## src/design/i2r_pkg.sv

```systemverilog
// Shared constants, types and helper functions for the radix digit converter.
// Used by i2r_divider and integer_to_radix_digits_unit; depends on nothing else.
package i2r_pkg;

	localparam int VALUE_BITS = 31;
	localparam int MAX_DIGITS = 31;
	localparam int RADIX_BITS = 6;
	localparam int CHAR_BITS  = 7;

	localparam int CNT_BITS     = $clog2(MAX_DIGITS + 1);
	localparam int IDX_BITS     = $clog2(MAX_DIGITS);
	localparam int DIV_CNT_BITS = $clog2(VALUE_BITS);

	localparam int TDATA_IN_BITS  = ((VALUE_BITS + 7) / 8) * 8;
	localparam int TDATA_OUT_BITS = ((CHAR_BITS + 7) / 8) * 8;

	localparam logic [RADIX_BITS-1:0] RADIX_MIN   = RADIX_BITS'(2);
	localparam logic [RADIX_BITS-1:0] RADIX_MAX   = RADIX_BITS'(36);
	localparam logic [RADIX_BITS-1:0] RADIX_RESET = RADIX_BITS'(10);

	localparam logic [CHAR_BITS-1:0] CHAR_ZERO = CHAR_BITS'(8'h30);
	localparam logic [CHAR_BITS-1:0] CHAR_A    = CHAR_BITS'(8'h41);
	localparam logic [CHAR_BITS-1:0] CHAR_Z    = CHAR_BITS'(8'h5A);

	typedef enum logic [1:0] {
		ST_IDLE,
		ST_DIVIDE,
		ST_EMIT
	} i2r_state_t;

	// Status of the serial divider as seen by the sequencer.
	typedef struct packed {
		logic                  done;
		logic                  nz;
		logic [VALUE_BITS-1:0] quot;
		logic [RADIX_BITS-1:0] rem;
	} div_res_t;

	// Out-of-range radix settings are clamped to the nearest legal base.
	function automatic logic [RADIX_BITS-1:0] eff_base(input logic [RADIX_BITS-1:0] r);
		logic [RADIX_BITS-1:0] b;
		if (r < RADIX_MIN) begin
			b = RADIX_MIN;
		end else if (r > RADIX_MAX) begin
			b = RADIX_MAX;
		end else begin
			b = r;
		end
		return b;
	endfunction

	function automatic logic [CHAR_BITS-1:0] digit_to_char(input logic [RADIX_BITS-1:0] d);
		logic [CHAR_BITS-1:0] c;
		if (d < RADIX_BITS'(10)) begin
			c = CHAR_ZERO + CHAR_BITS'(d);
		end else if (d < RADIX_MAX) begin
			c = CHAR_A + CHAR_BITS'(d - RADIX_BITS'(10));
		end else begin
			c = CHAR_Z;
		end
		return c;
	endfunction

endpackage

```

## src/design/integer_to_radix_digits_unit.sv

```systemverilog
// Top level of the radix digit converter: input stream, digit sequencer, digit buffer
// and output stream register. Depends on i2r_pkg and i2r_divider.
//
// Converts one unsigned VALUE_BITS-bit word into its digits in base 2 to 36, sent most
// significant first as ASCII characters, with tlast on the final digit. Each digit costs
// one division in the bit-serial divider, and the readout then sends one digit per cycle
// unless m_tready holds it; the next word is taken only once the final digit has been
// loaded into the output stream register. s_tready is high only between conversions.
// The radix setting is clamped to 2 and 36 when it is sampled, as a word is accepted.
module integer_to_radix_digits_unit (
	input  logic                               clk,
	input  logic                               arst_n,
	input  logic                               cfg_we,
	input  logic [i2r_pkg::RADIX_BITS-1:0]     cfg_wdata,
	input  logic                               s_tvalid,
	output logic                               s_tready,
	// s_tdata: [30:0] value, upper bits zero.
	input  logic [i2r_pkg::TDATA_IN_BITS-1:0]  s_tdata,
	output logic                               m_tvalid,
	input  logic                               m_tready,
	// m_tdata: [6:0] digit_char, upper bit zero.
	output logic [i2r_pkg::TDATA_OUT_BITS-1:0] m_tdata,
	// m_tlast: last_digit.
	output logic                               m_tlast
);
	import i2r_pkg::*;

	i2r_state_t state_q, state_d;

	logic [RADIX_BITS-1:0] radix_q;
	logic [RADIX_BITS-1:0] base_q;
	logic [CNT_BITS-1:0]   count_q;
	logic [IDX_BITS-1:0]   rd_q;
	logic                  m_tvalid_q;
	logic [CHAR_BITS-1:0]  m_char_q;
	logic                  m_last_q;
	logic [RADIX_BITS-1:0] digit_buf_q [MAX_DIGITS];

	logic                  in_acc;
	logic                  more;
	logic                  div_start;
	logic                  emit_load;
	logic [VALUE_BITS-1:0] div_dividend;
	div_res_t              res;

	assign s_tready = (state_q == ST_IDLE);
	assign in_acc   = s_tvalid && s_tready;
	// Keep dividing while the quotient is nonzero and the buffer has room.
	assign more     = res.nz && ((count_q + CNT_BITS'(1)) < CNT_BITS'(MAX_DIGITS));

	assign div_dividend = (state_q == ST_IDLE) ? s_tdata[VALUE_BITS-1:0] : res.quot;

	i2r_divider u_div (
		.clk      (clk),
		.arst_n   (arst_n),
		.start    (div_start),
		.dividend (div_dividend),
		.base     (base_q),
		.res      (res)
	);

	always_ff @(posedge clk or negedge arst_n) begin
		if (!arst_n) begin
			state_q <= ST_IDLE;
		end else begin
			state_q <= state_d;
		end
	end

	always_comb begin
		state_d   = state_q;
		div_start = 1'b0;
		emit_load = 1'b0;
		unique case (state_q)
			ST_IDLE: begin
				if (in_acc) begin
					div_start = 1'b1;
					state_d   = ST_DIVIDE;
				end
			end
			ST_DIVIDE: begin
				if (res.done) begin
					if (more) begin
						div_start = 1'b1;
					end else begin
						state_d = ST_EMIT;
					end
				end
			end
			ST_EMIT: begin
				if (!m_tvalid_q || m_tready) begin
					emit_load = 1'b1;
					if (rd_q == '0) begin
						state_d = ST_IDLE;
					end
				end
			end
			default: begin
				state_d = ST_IDLE;
			end
		endcase
	end

	always_ff @(posedge clk or negedge arst_n) begin
		if (!arst_n) begin
			radix_q    <= RADIX_RESET;
			count_q    <= '0;
			rd_q       <= '0;
			m_tvalid_q <= 1'b0;
		end else begin
			if (cfg_we) begin
				radix_q <= cfg_wdata;
			end
			if (in_acc) begin
				count_q <= '0;
			end else if (state_q == ST_DIVIDE && res.done) begin
				count_q <= count_q + CNT_BITS'(1);
				if (!more) begin
					rd_q <= count_q[IDX_BITS-1:0];
				end
			end
			if (emit_load) begin
				rd_q       <= rd_q - IDX_BITS'(1);
				m_tvalid_q <= 1'b1;
			end else if (m_tready) begin
				m_tvalid_q <= 1'b0;
			end
		end
	end

	// Remainders land least significant first and are read back from the top.
	always_ff @(posedge clk) begin
		if (in_acc) begin
			base_q <= eff_base(radix_q);
		end
		if (state_q == ST_DIVIDE && res.done) begin
			digit_buf_q[count_q[IDX_BITS-1:0]] <= res.rem;
		end
		if (emit_load) begin
			m_char_q <= digit_to_char(digit_buf_q[rd_q]);
			m_last_q <= (rd_q == '0);
		end
	end

	assign m_tvalid = m_tvalid_q;
	assign m_tdata  = {{(TDATA_OUT_BITS - CHAR_BITS){1'b0}}, m_char_q};
	assign m_tlast  = m_last_q;

`ifndef ASSERT_OFF
	a_done_in_divide: assert property (@(posedge clk) disable iff (!arst_n)
		res.done |-> (state_q == ST_DIVIDE))
		else $error("divider result outside the divide phase");
	a_count_bound: assert property (@(posedge clk) disable iff (!arst_n)
		count_q <= CNT_BITS'(MAX_DIGITS))
		else $error("digit count beyond buffer depth");
	a_last_to_idle: assert property (@(posedge clk) disable iff (!arst_n)
		(emit_load && rd_q == '0) |=> (state_q == ST_IDLE && m_tvalid && m_tlast))
		else $error("final digit did not end the conversion");
`endif

endmodule

```

## src/design/i2r_divider.sv

```systemverilog
// Bit-serial restoring divider: one quotient bit per cycle while busy.
// Depends on i2r_pkg for widths and the div_res_t status struct.
module i2r_divider (
	input  logic                           clk,
	input  logic                           arst_n,
	input  logic                           start,
	input  logic [i2r_pkg::VALUE_BITS-1:0] dividend,
	input  logic [i2r_pkg::RADIX_BITS-1:0] base,
	output i2r_pkg::div_res_t              res
);
	import i2r_pkg::*;

	localparam logic [DIV_CNT_BITS-1:0] CNT_LAST = DIV_CNT_BITS'(VALUE_BITS - 1);

	logic                    busy_q;
	logic                    done_q;
	logic                    nz_q;
	logic [DIV_CNT_BITS-1:0] cnt_q;
	logic [VALUE_BITS-1:0]   dvd_q;
	logic [RADIX_BITS-1:0]   rem_q;

	logic [RADIX_BITS:0]   trial;
	logic [RADIX_BITS:0]   diff;
	logic                  qbit;
	logic [RADIX_BITS-1:0] rem_next;

	// The partial remainder stays below the base, so it fits the radix width and
	// one extra bit covers the shifted-in dividend bit.
	always_comb begin
		trial    = {rem_q, dvd_q[VALUE_BITS-1]};
		diff     = trial - {1'b0, base};
		qbit     = (trial >= {1'b0, base});
		rem_next = qbit ? diff[RADIX_BITS-1:0] : trial[RADIX_BITS-1:0];
	end

	always_ff @(posedge clk or negedge arst_n) begin
		if (!arst_n) begin
			busy_q <= 1'b0;
			done_q <= 1'b0;
			cnt_q  <= '0;
		end else if (start) begin
			busy_q <= 1'b1;
			done_q <= 1'b0;
			cnt_q  <= '0;
		end else if (busy_q) begin
			cnt_q <= cnt_q + DIV_CNT_BITS'(1);
			if (cnt_q == CNT_LAST) begin
				busy_q <= 1'b0;
				done_q <= 1'b1;
			end
		end else begin
			done_q <= 1'b0;
		end
	end

	// Quotient bits shift in at the bottom as the dividend shifts out at the top.
	always_ff @(posedge clk) begin
		if (start) begin
			dvd_q <= dividend;
			rem_q <= '0;
			nz_q  <= 1'b0;
		end else if (busy_q) begin
			dvd_q <= {dvd_q[VALUE_BITS-2:0], qbit};
			rem_q <= rem_next;
			nz_q  <= nz_q | qbit;
		end
	end

	assign res.done = done_q;
	assign res.nz   = nz_q;
	assign res.quot = dvd_q;
	assign res.rem  = rem_q;

`ifndef ASSERT_OFF
	a_no_restart: assert property (@(posedge clk) disable iff (!arst_n)
		start |-> !busy_q)
		else $error("divider restarted while busy");
	a_rem_bound: assert property (@(posedge clk) disable iff (!arst_n)
		busy_q |-> (rem_q < base))
		else $error("partial remainder reached the base");
	a_done_pulse: assert property (@(posedge clk) disable iff (!arst_n)
		(busy_q && !start && cnt_q == CNT_LAST) |=> done_q)
		else $error("division finished without done");
`endif

endmodule

```

## config.mk

```make
export PLATFORM = sky130hd
export DESIGN_NAME = integer_to_radix_digits_unit
export DESIGN_NICKNAME = d
export VERILOG_FILES = /design/src/design/i2r_pkg.sv /design/src/design/integer_to_radix_digits_unit.sv /design/src/design/i2r_divider.sv
export SDC_FILE = /design/constraint.sdc
export NUM_CORES = 1
export LEC_CHECK = 0
export BUFFER_PORTS_ARGS = -buffer_cell sky130_fd_sc_hd__clkbuf_2
export CAP_MARGIN = 20
export CORE_UTILIZATION = 30
export DETAILED_ROUTE_END_ITERATION = 8
export SYNTH_ARGS = -nofsm -noshare
export SYNTH_HDL_FRONTEND = slang
export SYNTH_SLANG_ARGS = --single-unit
```

## constraint.sdc

```tcl
create_clock -name clk -period 3.3 [get_ports clk]
set_input_delay 0.495 -clock clk [delete_from_list [all_inputs] [get_ports clk]]
set_output_delay 0.495 -clock clk [all_outputs]
set_load 0.05 [all_outputs]
```

==> impl_metrics.json <==
{
  "finalNetCount": 940,
  "fillers": 3599,
  "area_growth_pct": 16.62,
  "path_max_fanout": 19,
  "max-cap-violations": 0,
  "grt_pass1_wl_mm": 37.46,
  "fin_area_um2": 13330,
  "crit_start": "rd_q[0]",
  "r2r_end": "m_char_q[4]",
  "cts-root-buf": "clkbuf_16",
  "leakagePower_nw": 4.724,
  "post_cts_buffers": 0,
  "cts_buffers": 27,
  "start_util_pct": 30.41,
  "synth_cells": 798,
  "grt_max_degree": 34,
  "setup_violations": 0,
  "detail_route.first_pass.iterations": 5,
  "synth_top_family_by_area": "simple AND/OR/NAND/NOR gates",
  "routed_wl_mm": 23.64,
  "antenna_left": 0,
  "syn_nets": 861,
  "grt_overflow": 0,
  "worstSetupPathType": "flip-flop to flip-flop",
  "syn-cell-area_um2": 11430,
  "grt_use_met3_pct": 2.185,
  "drive_gt1_share_pct": 19.93,
  "hold_class": "input port to asynchronous set/reset pin",
  "final_common_cell": "edfxtp_1",
  "die_area_um2": 38870,
  "pwr-share-seq_pct": 38.3,
  "cts_tree": "done",
  "fin_ws_ns": 0.2212,
  "rows": 71,
  "internal_power_w": 0.008363,
  "use_met1_pct": 16.66,
  "ys_types": 72,
  "drt_iter0_markers": 467,
  "die_y_um": 197.2,
  "seq_area_frac_synth_pct": 67.65,
  "ys_ff_latch": 264,
  "yosysTopAreaCellShare_pct": 60.71,
  "synth-edff-count": 231,
  "power_density_nw_per_um2": 961.1,
  "synth_ff_type": "edfxtp_1",
  "drv_slew": 0,
  "synthTopCellsByArea": "edfxtp_1, dfrtp_1, nand2_1",
  "port_buffers": 51,
  "clk_latency_ns": 0.53,
  "synth_compound_area_share_pct": 6.297,
  "cp_data_arrival_time_ns": 3.45,
  "stdcell_count": 1409,
  "max_freq_mhz": 324.8,
  "hold-worst-slack_ns": 0.01724,
  "hold_violations": 0,
  "synthAdderAreaFrac_pct": 2.343,
  "setup_tns_ns": 0,
  "muxShareOfSynthArea_pct": 9.615,
  "vias": 6674,
  "viasPerCell": 4.737,
  "startpoint_type": "flip-flop",
  "wl_per_cell_um": 16.77,
  "clkTransAtPathRegs_ns": 0.06,
  "rsz0062_at_grt": "no",
  "yosysTopAreaCell": "edfxtp_1",
  "finalCritPeriodShare_pct": 93.30,
  "cts-htree-levels": 1,
  "async_reset_ff_share_pct": 9.848,
  "layout_common_cells": "edfxtp_1, nand2_1, nor2_1",
  "drcViolationCount": 0,
  "placed_cell_area_um2": 12430,
  "synth-xor-area-share_pct": 0.8432,
  "skew_ns": 0.01020,
  "antennaDiodeCount": 0,
  "hpwl_mm": 15.88,
  "avgSynthCellArea_um2": 14.32,
  "fin_crit_ns": 3.079,
  "irDropWorstVdd_uv": 540.2,
  "grt.busiest_layer": "met2",
  "placed_cells": 1359,
  "slew_headroom_pct": 50.25,
  "p_clk_share_pct": 23.8,
  "switching_power_w": 0.004444,
  "worstMarginPinSlew_ns": 0.7462,
  "comb_power_share_pct": 37.9,
  "reg2regPathDepth": 12,
  "coreArea_um2": 37580,
  "post-place-ws_ns": 0.1244,
  "grt_pass1_vias": 6773,
  "r2r-start": "rd_q[0]",
  "swShare_pct": 34.70,
  "worstPathRequired_ns": 3.67,
  "gp_congestion": 0.8333,
  "ios": 54,
  "synthSimpleGateAreaFrac_pct": 10.26,
  "end_kind": "flip-flop",
  "met2_usage_pct": 20.35,
  "antenna_found_initial": 0,
  "gr-usage-all-layers_pct": 12.43,
  "die_x_um": 197.2,
  "clock_sinks": 264,
  "clockBufferDepth": 3,
  "status": "completed",
  "synth_warnings": 0,
  "r2r_slack_ns": 0.22
}
-- critical path, stage by stage (launching register included) --
cell,delay [ns]
dfrtp_4,0.58
buf_4,0.20
buf_12,0.16
nor2_1,0.16
nand2_1,0.08
nand4_1,0.14
o21ai_0,0.10
or3_1,0.48
inv_1,0.12
ha_1,0.22
a31o_2,0.27
a21bo_2,0.24
a32oi_1,0.15
-- how the worst max path moves through the flow --
| stage | cells past startpoint | to | slack [ns] |
|---|---|---|---|
| 6_report | 12 | m_char_q[4] | 0.22 |
| 5_1_grt | 13 | m_char_q[2] | 0.01 |
| 4_1_cts | 9 | m_char_q[4] | 0.11 |
| 3_5_place_dp | 9 | m_char_q[4] | 0.12 |
| 3_3_place_gp | 9 | m_char_q[4] | 0.19 |
| 2_1_floorplan | 13 | m_char_q[4] | 0.16 |
-- area by class of cell --
| class | instances | area (um2) | area share [%] |
|---|---|---|---|
| clock buffers | 30 | 686.9 | 5.155 |
| clock inverters | 20 | 200.2 | 1.502 |
| inverters | 23 | 86.33 | 0.6479 |
| multi-input cells | 474 | 3390 | 25.44 |
| flip-flops and latches | 264 | 7735 | 58.05 |
| well taps | 511 | 639.4 | 4.798 |
| repair buffers | 87 | 588.1 | 4.413 |
-- power groups by stage --
| stage | combinational [W] | sequential (W) | clock [W] |
|---|---|---|---|
| after CTS | 0.00487 | 0.00491 | 0.00311 |
| after detailed placement | 0.00486 | 0.00497 | 0 |
| after global placement | 0.00475 | 0.00496 | 0 |
| final | 0.00485 | 0.00491 | 0.00304 |
| after floorplan | 0.00332 | 0.00500 | 0 |
| after global routing | 0.00534 | 0.00496 | 0.00325 |
-- per-stage QoR --
stage          power (W)  utilization [%]
6_report         0.01281            35.46
5_1_grt          0.01355            35.46
4_1_cts          0.01289            35.43
3_5_place_dp    0.009831            33.07
3_3_place_gp    0.009701            33.07
2_1_floorplan   0.008321                -
-- flip-flops by register name, summed over array words and instances, names as in the netlist --
signal	flops
rd_q	5
digit_buf_q	186
radix_q	6
u_div.cnt_q	5
u_div.dvd_q	31
u_div.busy_q	1
m_tvalid	1
count_q	5
u_div.done_q	1
base_q	6
state_q	2
u_div.rem_q	6
m_char_q	7
u_div.nz_q	1
m_tlast	1
-- kinds of logic (layout without fill, tap and decap cells) --
| kind of cell | after synthesis | in the layout |
|---|---|---|
| AOI/OAI and AO/OA | 98 | 98 |
| and+or+nand+nor | 267 | 267 |
| xor gates and xnor gates | 11 | 11 |
| buffers and inverters | 60 | 160 |
| adders and majority gates | 21 | 21 |
| DFF | 264 | 264 |
| other | 1 | 1 |
| muxes | 76 | 76 |
-- Yosys cell counts (all sizes together) (2+ instances only) --
cell,number
nand3b,5
o211ai,5
mux2,9
nor3,3
o21ai,22
o221a,2
a31oi,4
or3,3
nand2b,8
nand4,10
dfxtp,7
nor2,59
o21bai,2
o2111ai,2
nand3,12
inv,23
nor4,3
edfxtp,231
clkbuf,19
o21a,2
mux2i,43
nor2b,10
a22o,4
dfrtp,24
a211oi,8
o211a,2
a21o,2
mux4,24
o221ai,4
xor2,5
nand2,142
buf,18
a211o,2
dfstp,2
a21oi,17
or3b,3
and3,4
ha,19
o22ai,8
and2,2
xnor2,6
-- routing by layer --
metal	wire, um	vias to the layer above
met5	0	-
met4	640	0
met3	963	43
met2	11380	134
met1	10650	3356
li1	-	3141
-- repair_timing --
item | CTS | global route
gates resized for setup | 0 | 3
setup endpoints to repair | 0 | 3
hold buffers | 0 | 0
No activity file was read; power rests on OpenSTA's default activity.
